`config.mk`:
```
export PLATFORM = sky130hd
export DESIGN_NAME = mmx_front_flat
export DESIGN_NICKNAME = d
export VERILOG_FILES = /design/src/rtl/mmx_pkg.sv /design/src/rtl/mmx_req_if.sv /design/src/rtl/mmx_front.sv /design/src/flat_wrapper.sv
export SDC_FILE = /design/constraint.sdc
export NUM_CORES = 1
export LEC_CHECK = 0
export ABC_AREA = 1
export BUFFER_PORTS_ARGS = -buffer_cell sky130_fd_sc_hd__buf_2
export CAP_MARGIN = 30
export CORE_AREA = 2 2 508 510
export CTS_BUF_LIST = sky130_fd_sc_hd__clkbuf_8
export CTS_CLUSTER_SIZE = 40
export DETAILED_ROUTE_END_ITERATION = 8
export DIE_AREA = 0 0 510 512
export HOLD_SLACK_MARGIN = 0.12
export SKIP_LAST_GASP = 1
export SLEW_MARGIN = 20
export SYNTH_ARGS = -nofsm -noshare
export SYNTH_HDL_FRONTEND = slang
export SYNTH_SLANG_ARGS = --single-unit
```
`constraint.sdc`:
```
create_clock -name clock -period 15.6 [get_ports clock]
set_input_delay 0.78 -clock clock [delete_from_list [all_inputs] [get_ports clock]]
set_output_delay 0.78 -clock clock [all_outputs]
set_load 0.02 [all_outputs]
```
`src/rtl/mmx_pkg.sv`:
```
`timescale 1ns / 1ps

package mmx_pkg;

   // Matrix geometry
   localparam int N_DIM = 4;
   localparam int ROW_W = $clog2(N_DIM);
   localparam logic [ROW_W-1:0] LAST_ROW = ROW_W'(N_DIM - 1);

   // Fixed-point formats
   localparam int ELEM_W    = 32;
   localparam int FRAC_BITS = 16;
   localparam int PROD_W    = 2 * ELEM_W;
   localparam int SP_W      = PROD_W - FRAC_BITS;   // shifted product
   localparam int SUM_W     = SP_W + ROW_W;         // four shifted products

   // Job queue between front and back
   localparam int QDEPTH = 2;
   localparam int QPTR_W = $clog2(QDEPTH);
   localparam int QCNT_W = $clog2(QDEPTH + 1);

   typedef logic signed [ELEM_W-1:0] elem_type;
   typedef elem_type [N_DIM-1:0]      row_type;
   typedef row_type  [N_DIM-1:0]      mat_type;

   typedef logic signed [PROD_W-1:0] prod_type;
   typedef prod_type [N_DIM-1:0]      prod_vec_type;

   typedef logic signed [SUM_W-1:0] sum_type;

   localparam elem_type ELEM_MAX = {1'b0, {(ELEM_W - 1){1'b1}}};
   localparam elem_type ELEM_MIN = {1'b1, {(ELEM_W - 1){1'b0}}};
   localparam sum_type  SUM_MAX  = SUM_W'(ELEM_MAX);
   localparam sum_type  SUM_MIN  = ~SUM_MAX;

   // Both operand matrices of one product
   typedef struct packed {
      mat_type left;
      mat_type right;
   } job_type;

   // Queue write side and queue head
   typedef struct packed {
      logic    valid;
      job_type job;
   } job_chan_type;

   typedef struct packed {
      logic     ovf;
      elem_type value;
   } sat_type;

   // Sum of four products, each floored by FRAC_BITS, saturated to ELEM_W
   function automatic sat_type sat_elem(input prod_vec_type p);
      sum_type  acc;
      prod_type sh;
      sat_type  r;
      acc = '0;
      for (int k = 0; k < N_DIM; k++) begin
         sh  = p[k] >>> FRAC_BITS;
         // shifted product fits in SP_W bits; keep its sign when widening
         acc = acc + sum_type'(signed'(sh[SP_W-1:0]));
      end
      if (acc > SUM_MAX) begin
         r.ovf   = 1'b1;
         r.value = ELEM_MAX;
      end else if (acc < SUM_MIN) begin
         r.ovf   = 1'b1;
         r.value = ELEM_MIN;
      end else begin
         r.ovf   = 1'b0;
         r.value = acc[ELEM_W-1:0];
      end
      return r;
   endfunction

endpackage

```
`src/rtl/mmx_req_if.sv`:
```
`timescale 1ns / 1ps

interface mmx_req_if;
   logic              valid;
   logic              ready;
   mmx_pkg::elem_type left_elem_0;
   mmx_pkg::elem_type left_elem_1;
   mmx_pkg::elem_type left_elem_2;
   mmx_pkg::elem_type left_elem_3;
   mmx_pkg::elem_type right_elem_0;
   mmx_pkg::elem_type right_elem_1;
   mmx_pkg::elem_type right_elem_2;
   mmx_pkg::elem_type right_elem_3;

   modport source (
      output valid, left_elem_0, left_elem_1, left_elem_2, left_elem_3,
             right_elem_0, right_elem_1, right_elem_2, right_elem_3,
      input  ready
   );

   modport sink (
      input  valid, left_elem_0, left_elem_1, left_elem_2, left_elem_3,
             right_elem_0, right_elem_1, right_elem_2, right_elem_3,
      output ready
   );
endinterface

```
`src/rtl/mmx_front.sv`:
```
`timescale 1ns / 1ps

module mmx_front (
   input  logic                  clock,
   input  logic                  reset,
   mmx_req_if.sink               req,
   input  logic                  q_full,
   output mmx_pkg::job_chan_type push
);

   logic [mmx_pkg::ROW_W-1:0] row_count_ff;
   logic [mmx_pkg::ROW_W-1:0] row_count_in;
   mmx_pkg::row_type          left_ff  [mmx_pkg::N_DIM-1];
   mmx_pkg::row_type          right_ff [mmx_pkg::N_DIM-1];
   mmx_pkg::row_type          left_row;
   mmx_pkg::row_type          right_row;
   logic                      is_last;
   logic                      accept;

   always_comb begin
      left_row  = {req.left_elem_3, req.left_elem_2, req.left_elem_1, req.left_elem_0};
      right_row = {req.right_elem_3, req.right_elem_2, req.right_elem_1, req.right_elem_0};
      is_last   = (row_count_ff == mmx_pkg::LAST_ROW);
      // only the closing row needs a free queue slot
      req.ready = !(q_full && is_last);
      accept    = req.valid && req.ready;
      row_count_in = accept ? row_count_ff + 1'b1 : row_count_ff;

      push.valid      = accept && is_last;
      push.job.left   = {left_row, left_ff[2], left_ff[1], left_ff[0]};
      push.job.right  = {right_row, right_ff[2], right_ff[1], right_ff[0]};
   end

   always_ff @(posedge clock) begin
      if (reset) begin
         row_count_ff <= '0;
      end else begin
         row_count_ff <= row_count_in;
      end
   end

   // rows 0..2 held here; row 3 goes straight into the queue
   always_ff @(posedge clock) begin
      if (accept && !is_last) begin
         left_ff[row_count_ff]  <= left_row;
         right_ff[row_count_ff] <= right_row;
      end
   end

endmodule

```
`src/flat_wrapper.sv`:
```
// flat-port wrapper written by rule: the top's interface ports become plain ports
module mmx_front_flat 
  (clock, reset, q_full, push, req_valid, req_left_elem_0, req_left_elem_1, req_left_elem_2, req_left_elem_3, req_right_elem_0, req_right_elem_1, req_right_elem_2, req_right_elem_3, req_ready);
  mmx_req_if req_i ();
  input  logic clock;
  input  logic reset;
  input  logic q_full;
  output mmx_pkg::job_chan_type push;
  input wire logic [$bits(req_i.valid)-1:0] req_valid;
  input wire logic [$bits(req_i.left_elem_0)-1:0] req_left_elem_0;
  input wire logic [$bits(req_i.left_elem_1)-1:0] req_left_elem_1;
  input wire logic [$bits(req_i.left_elem_2)-1:0] req_left_elem_2;
  input wire logic [$bits(req_i.left_elem_3)-1:0] req_left_elem_3;
  input wire logic [$bits(req_i.right_elem_0)-1:0] req_right_elem_0;
  input wire logic [$bits(req_i.right_elem_1)-1:0] req_right_elem_1;
  input wire logic [$bits(req_i.right_elem_2)-1:0] req_right_elem_2;
  input wire logic [$bits(req_i.right_elem_3)-1:0] req_right_elem_3;
  output wire logic [$bits(req_i.ready)-1:0] req_ready;
  assign req_i.valid = req_valid;
  assign req_i.left_elem_0 = req_left_elem_0;
  assign req_i.left_elem_1 = req_left_elem_1;
  assign req_i.left_elem_2 = req_left_elem_2;
  assign req_i.left_elem_3 = req_left_elem_3;
  assign req_i.right_elem_0 = req_right_elem_0;
  assign req_i.right_elem_1 = req_right_elem_1;
  assign req_i.right_elem_2 = req_right_elem_2;
  assign req_i.right_elem_3 = req_right_elem_3;
  assign req_ready = req_i.ready;
  mmx_front u_core (.clock(clock), .reset(reset), .req(req_i), .q_full(q_full), .push(push));
endmodule
```
==> results of run 1 <==
## flip-flops by register name, indices dropped and copies added, names as in the netlist
signal / flops
u_core.right_ff: 384
u_core.left_ff: 384
u_core.row_count_ff: 2
## worst max-delay path, stage by stage (launching register included)
cell	delay (ps)
dfxtp_1	350
ha_1	280
a21oi_2	190
nand2_2	140
nor2_4	470
buf_4	460
buf_4	670
buf_4	750
## where the power goes
group          internal, mW  leakage [nW]  total (mW)  switching [mW]
logic                 0.137          5.94       0.551           0.413
registers              2.40          7.09        2.43          0.0268
clock network         0.917          1.37        1.77           0.857
total                  3.46          14.4        4.75            1.30
## cells in the mapped netlist (all sizes together)
library cell and instances:
edfxtp 768, buf 256, inv 10, nand2 5
nor2 5, ha 4, a21oi 3, dfxtp 2
nand3 2
## cell type report
cell class / instances / area share [%]
inverter: 10 / 0.0980
clock buffer: 143 / 5.14
sequential: 770 / 60.3
tap: 3384 / 11.1
timing repair buffer: 1468 / 21.5
antenna: 28 / 0.183
clock inverter: 84 / 1.31
multi-input combinational: 19 / 0.376
## worst min-delay path by stage
stage	start	to	slack (ps)	cells after the start
floorplan	u_core.row_count_ff[1]	u_core.row_count_ff[1]	500	2
global placement	u_core.row_count_ff[1]	u_core.row_count_ff[1]	530	2
detailed placement	u_core.row_count_ff[1]	u_core.row_count_ff[1]	530	2
CTS	req_left_elem_0[7]	u_core.left_ff[1][7]	120	1
global route	req_right_elem_3[11]	u_core.right_ff[1][107]	120	1
finish	req_left_elem_1[8]	u_core.left_ff[0][40]	250	1
## per-layer routing
layer / part of all wire (%) / wire, um
met5: 0.34 / 449
met2: 44 / 58300
met4: 5.0 / 6530
met1: 37 / 48400
met3: 13 / 17600
## cell families (layout without fill, tap and decap cells)
| logic type | after synthesis | after routing | synth area share (%) |
|---|---|---|---|
| AO/OA/AOI/OAI | 3 | 3 | 0.0745 |
| adder cells (fa/ha/maj) | 4 | 4 | 0.199 |
| buffers and inverters | 266 | 1705 | 7.78 |
| flip-flops | 770 | 770 | 91.7 |
| other | 0 | 28 | 0 |
| AND/OR/NAND/NOR | 12 | 12 | 0.209 |
## stage by stage
stage | area [um^2] | worst slack (ps)
2_1_floorplan | 25200 | 3110
3_3_place_gp | 34100 | 11420
3_5_place_dp | 34100 | 11370
4_1_cts | 38200 | 11630
5_1_grt | 38300 | 11390
6_report | 38300 | 11660
==> metrics.cfg, run 1 <==
[timing]
worst_pin_slew_ps = 918
hold_ws_ps = 253
slew_viol_final = 0
fin_crit_ps = 3940
clock_skew_ps = 39.8
rsz0062_at_grt = no
finalSetupViolCount = 0
relSlewSlack_pct = 38.8
finalHoldViolCount = 0
finalSetupTns_ps = 0
fmax_mhz = 254
fin_crit_sh_pct = 25.3

[yosys]
synth_warnings = 0
syn_avg_cell_area_um2 = 23.9
ys_seq_elements = 770
yosysUniqueCellTypes = 12
syn_area_um2 = 25200
ys_seq_area_share_pct = 91.7
synth.top_cell.area_share_pct = 91.6
netlist.top_cell.by_area = edfxtp_1
yosys-top-cells-area = edfxtp_1 92%, buf_4 7.6%, ha_1 0.20%, dfxtp_1 0.16%, inv_1 0.13%
synthCells = 1055
syn-num-nets = 1319

[cts]
cts_buffer_depth = 4
htreeDepth = 4
postCtsSetupBuffers = 0
cts_tree = yes
clock_sink_count = 770
hold_buffers = 165
root_buffer = clkbuf_8
clk_pin_slew_ps = 70
cts.repair.resized = 0
clk_latency_ps = 830
numCtsBuffers = 139

[global_routing]
globalRouteMet2Util_pct = 14.9
use_met1_pct = 10.4
grt.busiest_layer = met2
grt_pass1_vias = 15554
grt_max_degree = 68
grt_pass1_wl_um = 160000
overflow = 0
use_met3_pct = 5.02
track_usage_pct = 9.44
antenna_found_initial = 79

[finish]
regArea_um2 = 23100
nNetsFinal = 2672
fin_cells = 5906
fillers = 28254
final_cell_mix = 1,285 x buf_2, 768 x edfxtp_1, 165 x dlygate4sd3_1
final_core_util_pct = 15.0
area_growth_pct = 52.0
multiInputGateArea_um2 = 144
drive_above_1_share_pct = 59.5
final_common_cell = buf_2

[place]
gp_congestion = 0.913
hpwl_um = 107000
placed_cells = 5485
io_buffers = 1285

[floorplanning]
die_w_um = 510
core_region_area_um2 = 256000
placementRows = 186
fp.dieArea_um2 = 261000
io_pins = 1286
die_h_um = 512
start_util_pct = 9.85

[setup_path]
crit_path_end_kind = flop
r2r_slack_ps = 11660
cp-start-kind = flop
critPathLaunch = u_core.row_count_ff[0]
crit_path_max_fanout = 61
r2r_start = u_core.row_count_ff[0]
crit_end = u_core.left_ff[1][49]
path_class = reg -> reg
cp.required_ps = 16020
reg2reg_depth = 7
worstPathArrival_ps = 4360
reg2reg_to = u_core.left_ff[1][49]

[power]
power_mw = 4.75
ir_worst_vdd_uv = 75.9
leakage_nw = 14.4
powerDensity_nw_per_um2 = 124

[routing]
drt-initial-drc-count = 1248
firstDrtPassIters = 5
num_vias = 16227
route.detailed.drc = 0
vias_per_cell = 2.75
avgRoutedWirePerCell_um = 22.2
wl_um = 131000
ant_nets = 0

[status]
status = complete, no violations

[hold_path]
hold_path_class = in -> reg

[flow_run]
max_cap_viol_count = 0

Note: power is estimated with default switching activity, not from simulation.
==> inputs of run 2 (changes only) <==
--- a/config.mk
+++ b/config.mk
@@ -5,7 +5,7 @@
 export SDC_FILE = /design/constraint.sdc
 export NUM_CORES = 1
 export LEC_CHECK = 0
-export ABC_AREA = 1
+export ABC_AREA = 0
 export BUFFER_PORTS_ARGS = -buffer_cell sky130_fd_sc_hd__buf_2
 export CAP_MARGIN = 30
 export CORE_AREA = 2 2 508 510
==> constraint.sdc (replaced) <==
create_clock -name clock -period 3.66 [get_ports clock]
set_input_delay 0.183 -clock clock [delete_from_list [all_inputs] [get_ports clock]]
set_output_delay 0.183 -clock clock [all_outputs]
set_load 0.02 [all_outputs]
==> run 2 against run 1 <==
Wire length grew 12%. Sequential cell count is the same. Count of clock-buffer cells in the layout shrank 24. Final area grew 7.4%. Utilization grew 1.1 points. Clock power grew to 4.1 times the previous value. Largest power group unchanged. Highest routed layer unchanged.
==> metrics.cfg, run 2 <==
[global_routing]
overflow = 0
track_usage_pct = 10.6
grt_pass1_vias = 17451
grt_max_degree = 81
antenna_found_initial = 90
grt_pass1_wl_um = 179000

[routing]
route.detailed.drc = 0
avgRoutedWirePerCell_um = 23.8
drt-initial-drc-count = 1742
firstDrtPassIters = 6
ant_nets = 0
num_vias = 18156
wl_um = 147000
vias_per_cell = 2.93

[finish]
fillers = 27968
drive_above_1_share_pct = 53.8
nNetsFinal = 2940
final_cell_mix = 1,285 x buf_2, 768 x edfxtp_1, 431 x dlygate4sd3_1
final_area_um2 = 41100
final_common_cell = buf_2
largestRegisters = u_core.left_ff (384), u_core.right_ff (384), u_core.row_count_ff (2)
area_growth_pct = 63.3

[timing]
slew_viol_final = 0
worst_pin_slew_ps = 668
finalHoldViolCount = 0
fin_crit_sh_pct = 63.9
finalSetupTns_ps = 0
finalSetupViolCount = 0
fin_crit_ps = 2340
fmax_mhz = 428
rsz0062_at_grt = no
clock_skew_ps = 61.3
relSlewSlack_pct = 55.5

[cts]
cts_tree = yes
postCtsSetupBuffers = 0
cts.repair.resized = 0
clk_pin_slew_ps = 60
root_buffer = clkbuf_8
clock_sink_count = 770
clk_latency_ps = 880
numCtsBuffers = 119
htreeDepth = 3
cts_buffer_depth = 3

[setup_path]
reg2reg_to = u_core.left_ff[0][97]
slowest_stage = and2_4
worstPathCellList = ha_1, nor2b_1, and2_4, buf_12, buf_12
r2r_slack_ps = 1320
reg2reg_depth = 5
cpMostUsedCell = buf_12
cp-start-kind = flop
critPathLaunch = u_core.row_count_ff[0]
crit_path_max_fanout = 43
r2r_start = u_core.row_count_ff[0]
crit_path_end_kind = flop
cp.required_ps = 4180
worstPathArrival_ps = 2860
path_class = reg -> reg
crit_end = u_core.left_ff[0][97]
cpPeakStageDelay_ps = 520

[yosys]
netlist.top_cell.by_area = edfxtp_1
synthCells = 1045
syn_area_um2 = 25200
synth.top_cell.area_share_pct = 91.6
ys_seq_elements = 770
yosys-top-cells-area = edfxtp_1 92%, buf_4 7.6%, ha_1 0.20%, dfxtp_1 0.16%, and2_1 0.075%
synth_edf_count = 768
ys_seq_area_share_pct = 91.8
synth-main-ff-cell = edfxtp_1
yosysMostFrequentCell = edfxtp_1
yosysUniqueCellTypes = 15
ys_async_sr_fraction_pct = 0
synth_warnings = 0
synth_commonest_cells = 768 x edfxtp_1, 256 x buf_4, 4 x ha_1
syn-num-nets = 1309
syn_avg_cell_area_um2 = 24.1

[power]
p_int_mw = 14.6
ir_worst_vdd_uv = 410
clkPwrFrac_pct = 35.2
switching_share_pct = 28.5
comb_power_share_pct = 13.9
leakage_nw = 15.6
switchingPower_mw = 5.82
p_seq_share_pct = 50.9
powerDensity_nw_per_um2 = 497

[place]
gp_congestion = 0.926
post_dp_cell_area_um2 = 34400
hpwl_um = 115000
io_buffers = 1285

[floorplanning]
core_region_area_um2 = 256000
placementRows = 186
io_pins = 1286
start_util_pct = 9.84
die_w_um = 510
fp.dieArea_um2 = 261000
die_h_um = 512

[hold_path]
min_from = req_right_elem_3[0]
hold_path_class = in -> reg

[flow_run]
max_cap_viol_count = 0

[status]
status = complete, no violations

[run 2: how the worst min path moves through the flow]
stage	to	slack [ps]	cells after the start
global placement	u_core.left_ff[1][45]	400	1
finish	u_core.right_ff[1][96]	230	2
CTS	u_core.left_ff[2][123]	120	2
detailed placement	u_core.left_ff[2][26]	410	1
global route	u_core.left_ff[2][114]	140	2
floorplan	u_core.left_ff[0][0]	280	0
[run 2: cell type report]
cell class / instances / area, um^2 / area share (%)
antenna: 28 / 70.1 / 0.170
clock buffer: 119 / 1640 / 3.98
sequential: 770 / 23100 / 56.2
tap: 3384 / 4230 / 10.3
timing repair buffer: 1766 / 11200 / 27.3
clock inverter: 103 / 689 / 1.68
multi-input combinational: 17 / 155 / 0.377
inverter: 2 / 7.51 / 0.0183
[run 2: worst max-delay path, delay by kind of cell, from the launching register on]
| family | cells | cell delay (ps) |
|---|---|---|
| DFF | 1 | 360 |
| adders and majority gates | 1 | 280 |
| buffers and inverters | 2 | 530 |
| and+or+nand+nor | 2 | 740 |
[run 2: timing repair]
| action | in CTS | in global routing |
|---|---|---|
| hold buffers | 431 | 0 |
| hold endpoints to repair | 821 | 0 |
| endpoints found under the setup margin | 0 | 0 |
[run 2: layer usage]
metal | part of all wire (%) | GRT usage, % | vias to the layer above
li1 | - | - | 7097
met1 | 37 | 11.8 | 9056
met2 | 45 | 17.1 | 1652
met3 | 13 | 5.15 | 319
met4 | 4.3 | 4.67 | 32
met5 | 0.15 | 0 | -
[run 2: per-stage QoR]
stage	cells	setup slack, ps	hold slack, ps	utilization [%]	power (mW)
3_3_place_gp	5508	1290	397	13.5	13.0
4_1_cts	6161	1150	120	16.1	20.7
6_report	6189	1320	234	16.1	20.5
2_1_floorplan	1045	-656	282	-	11.8
3_5_place_dp	5508	1290	410	13.5	13.0
5_1_grt	6173	1150	143	16.1	21.2
[run 2: power by group through the flow]
stage	logic (mW)	registers, mW	clock network, mW
2_1_floorplan	0.592	11.2	0
3_3_place_gp	2.38	10.6	0
3_5_place_dp	2.40	10.6	0
4_1_cts	2.87	10.4	7.44
5_1_grt	2.97	10.4	7.81
6_report	2.84	10.4	7.20
[run 2: logic make-up after synthesis]
logic type / after synthesis / synth area share [%]
fa+ha+maj: 4 / 0.199
mux: 2 / 0.0994
flops: 770 / 91.8
compound gates: 1 / 0.0447
buf+inv: 258 / 7.66
simple gates: 10 / 0.243
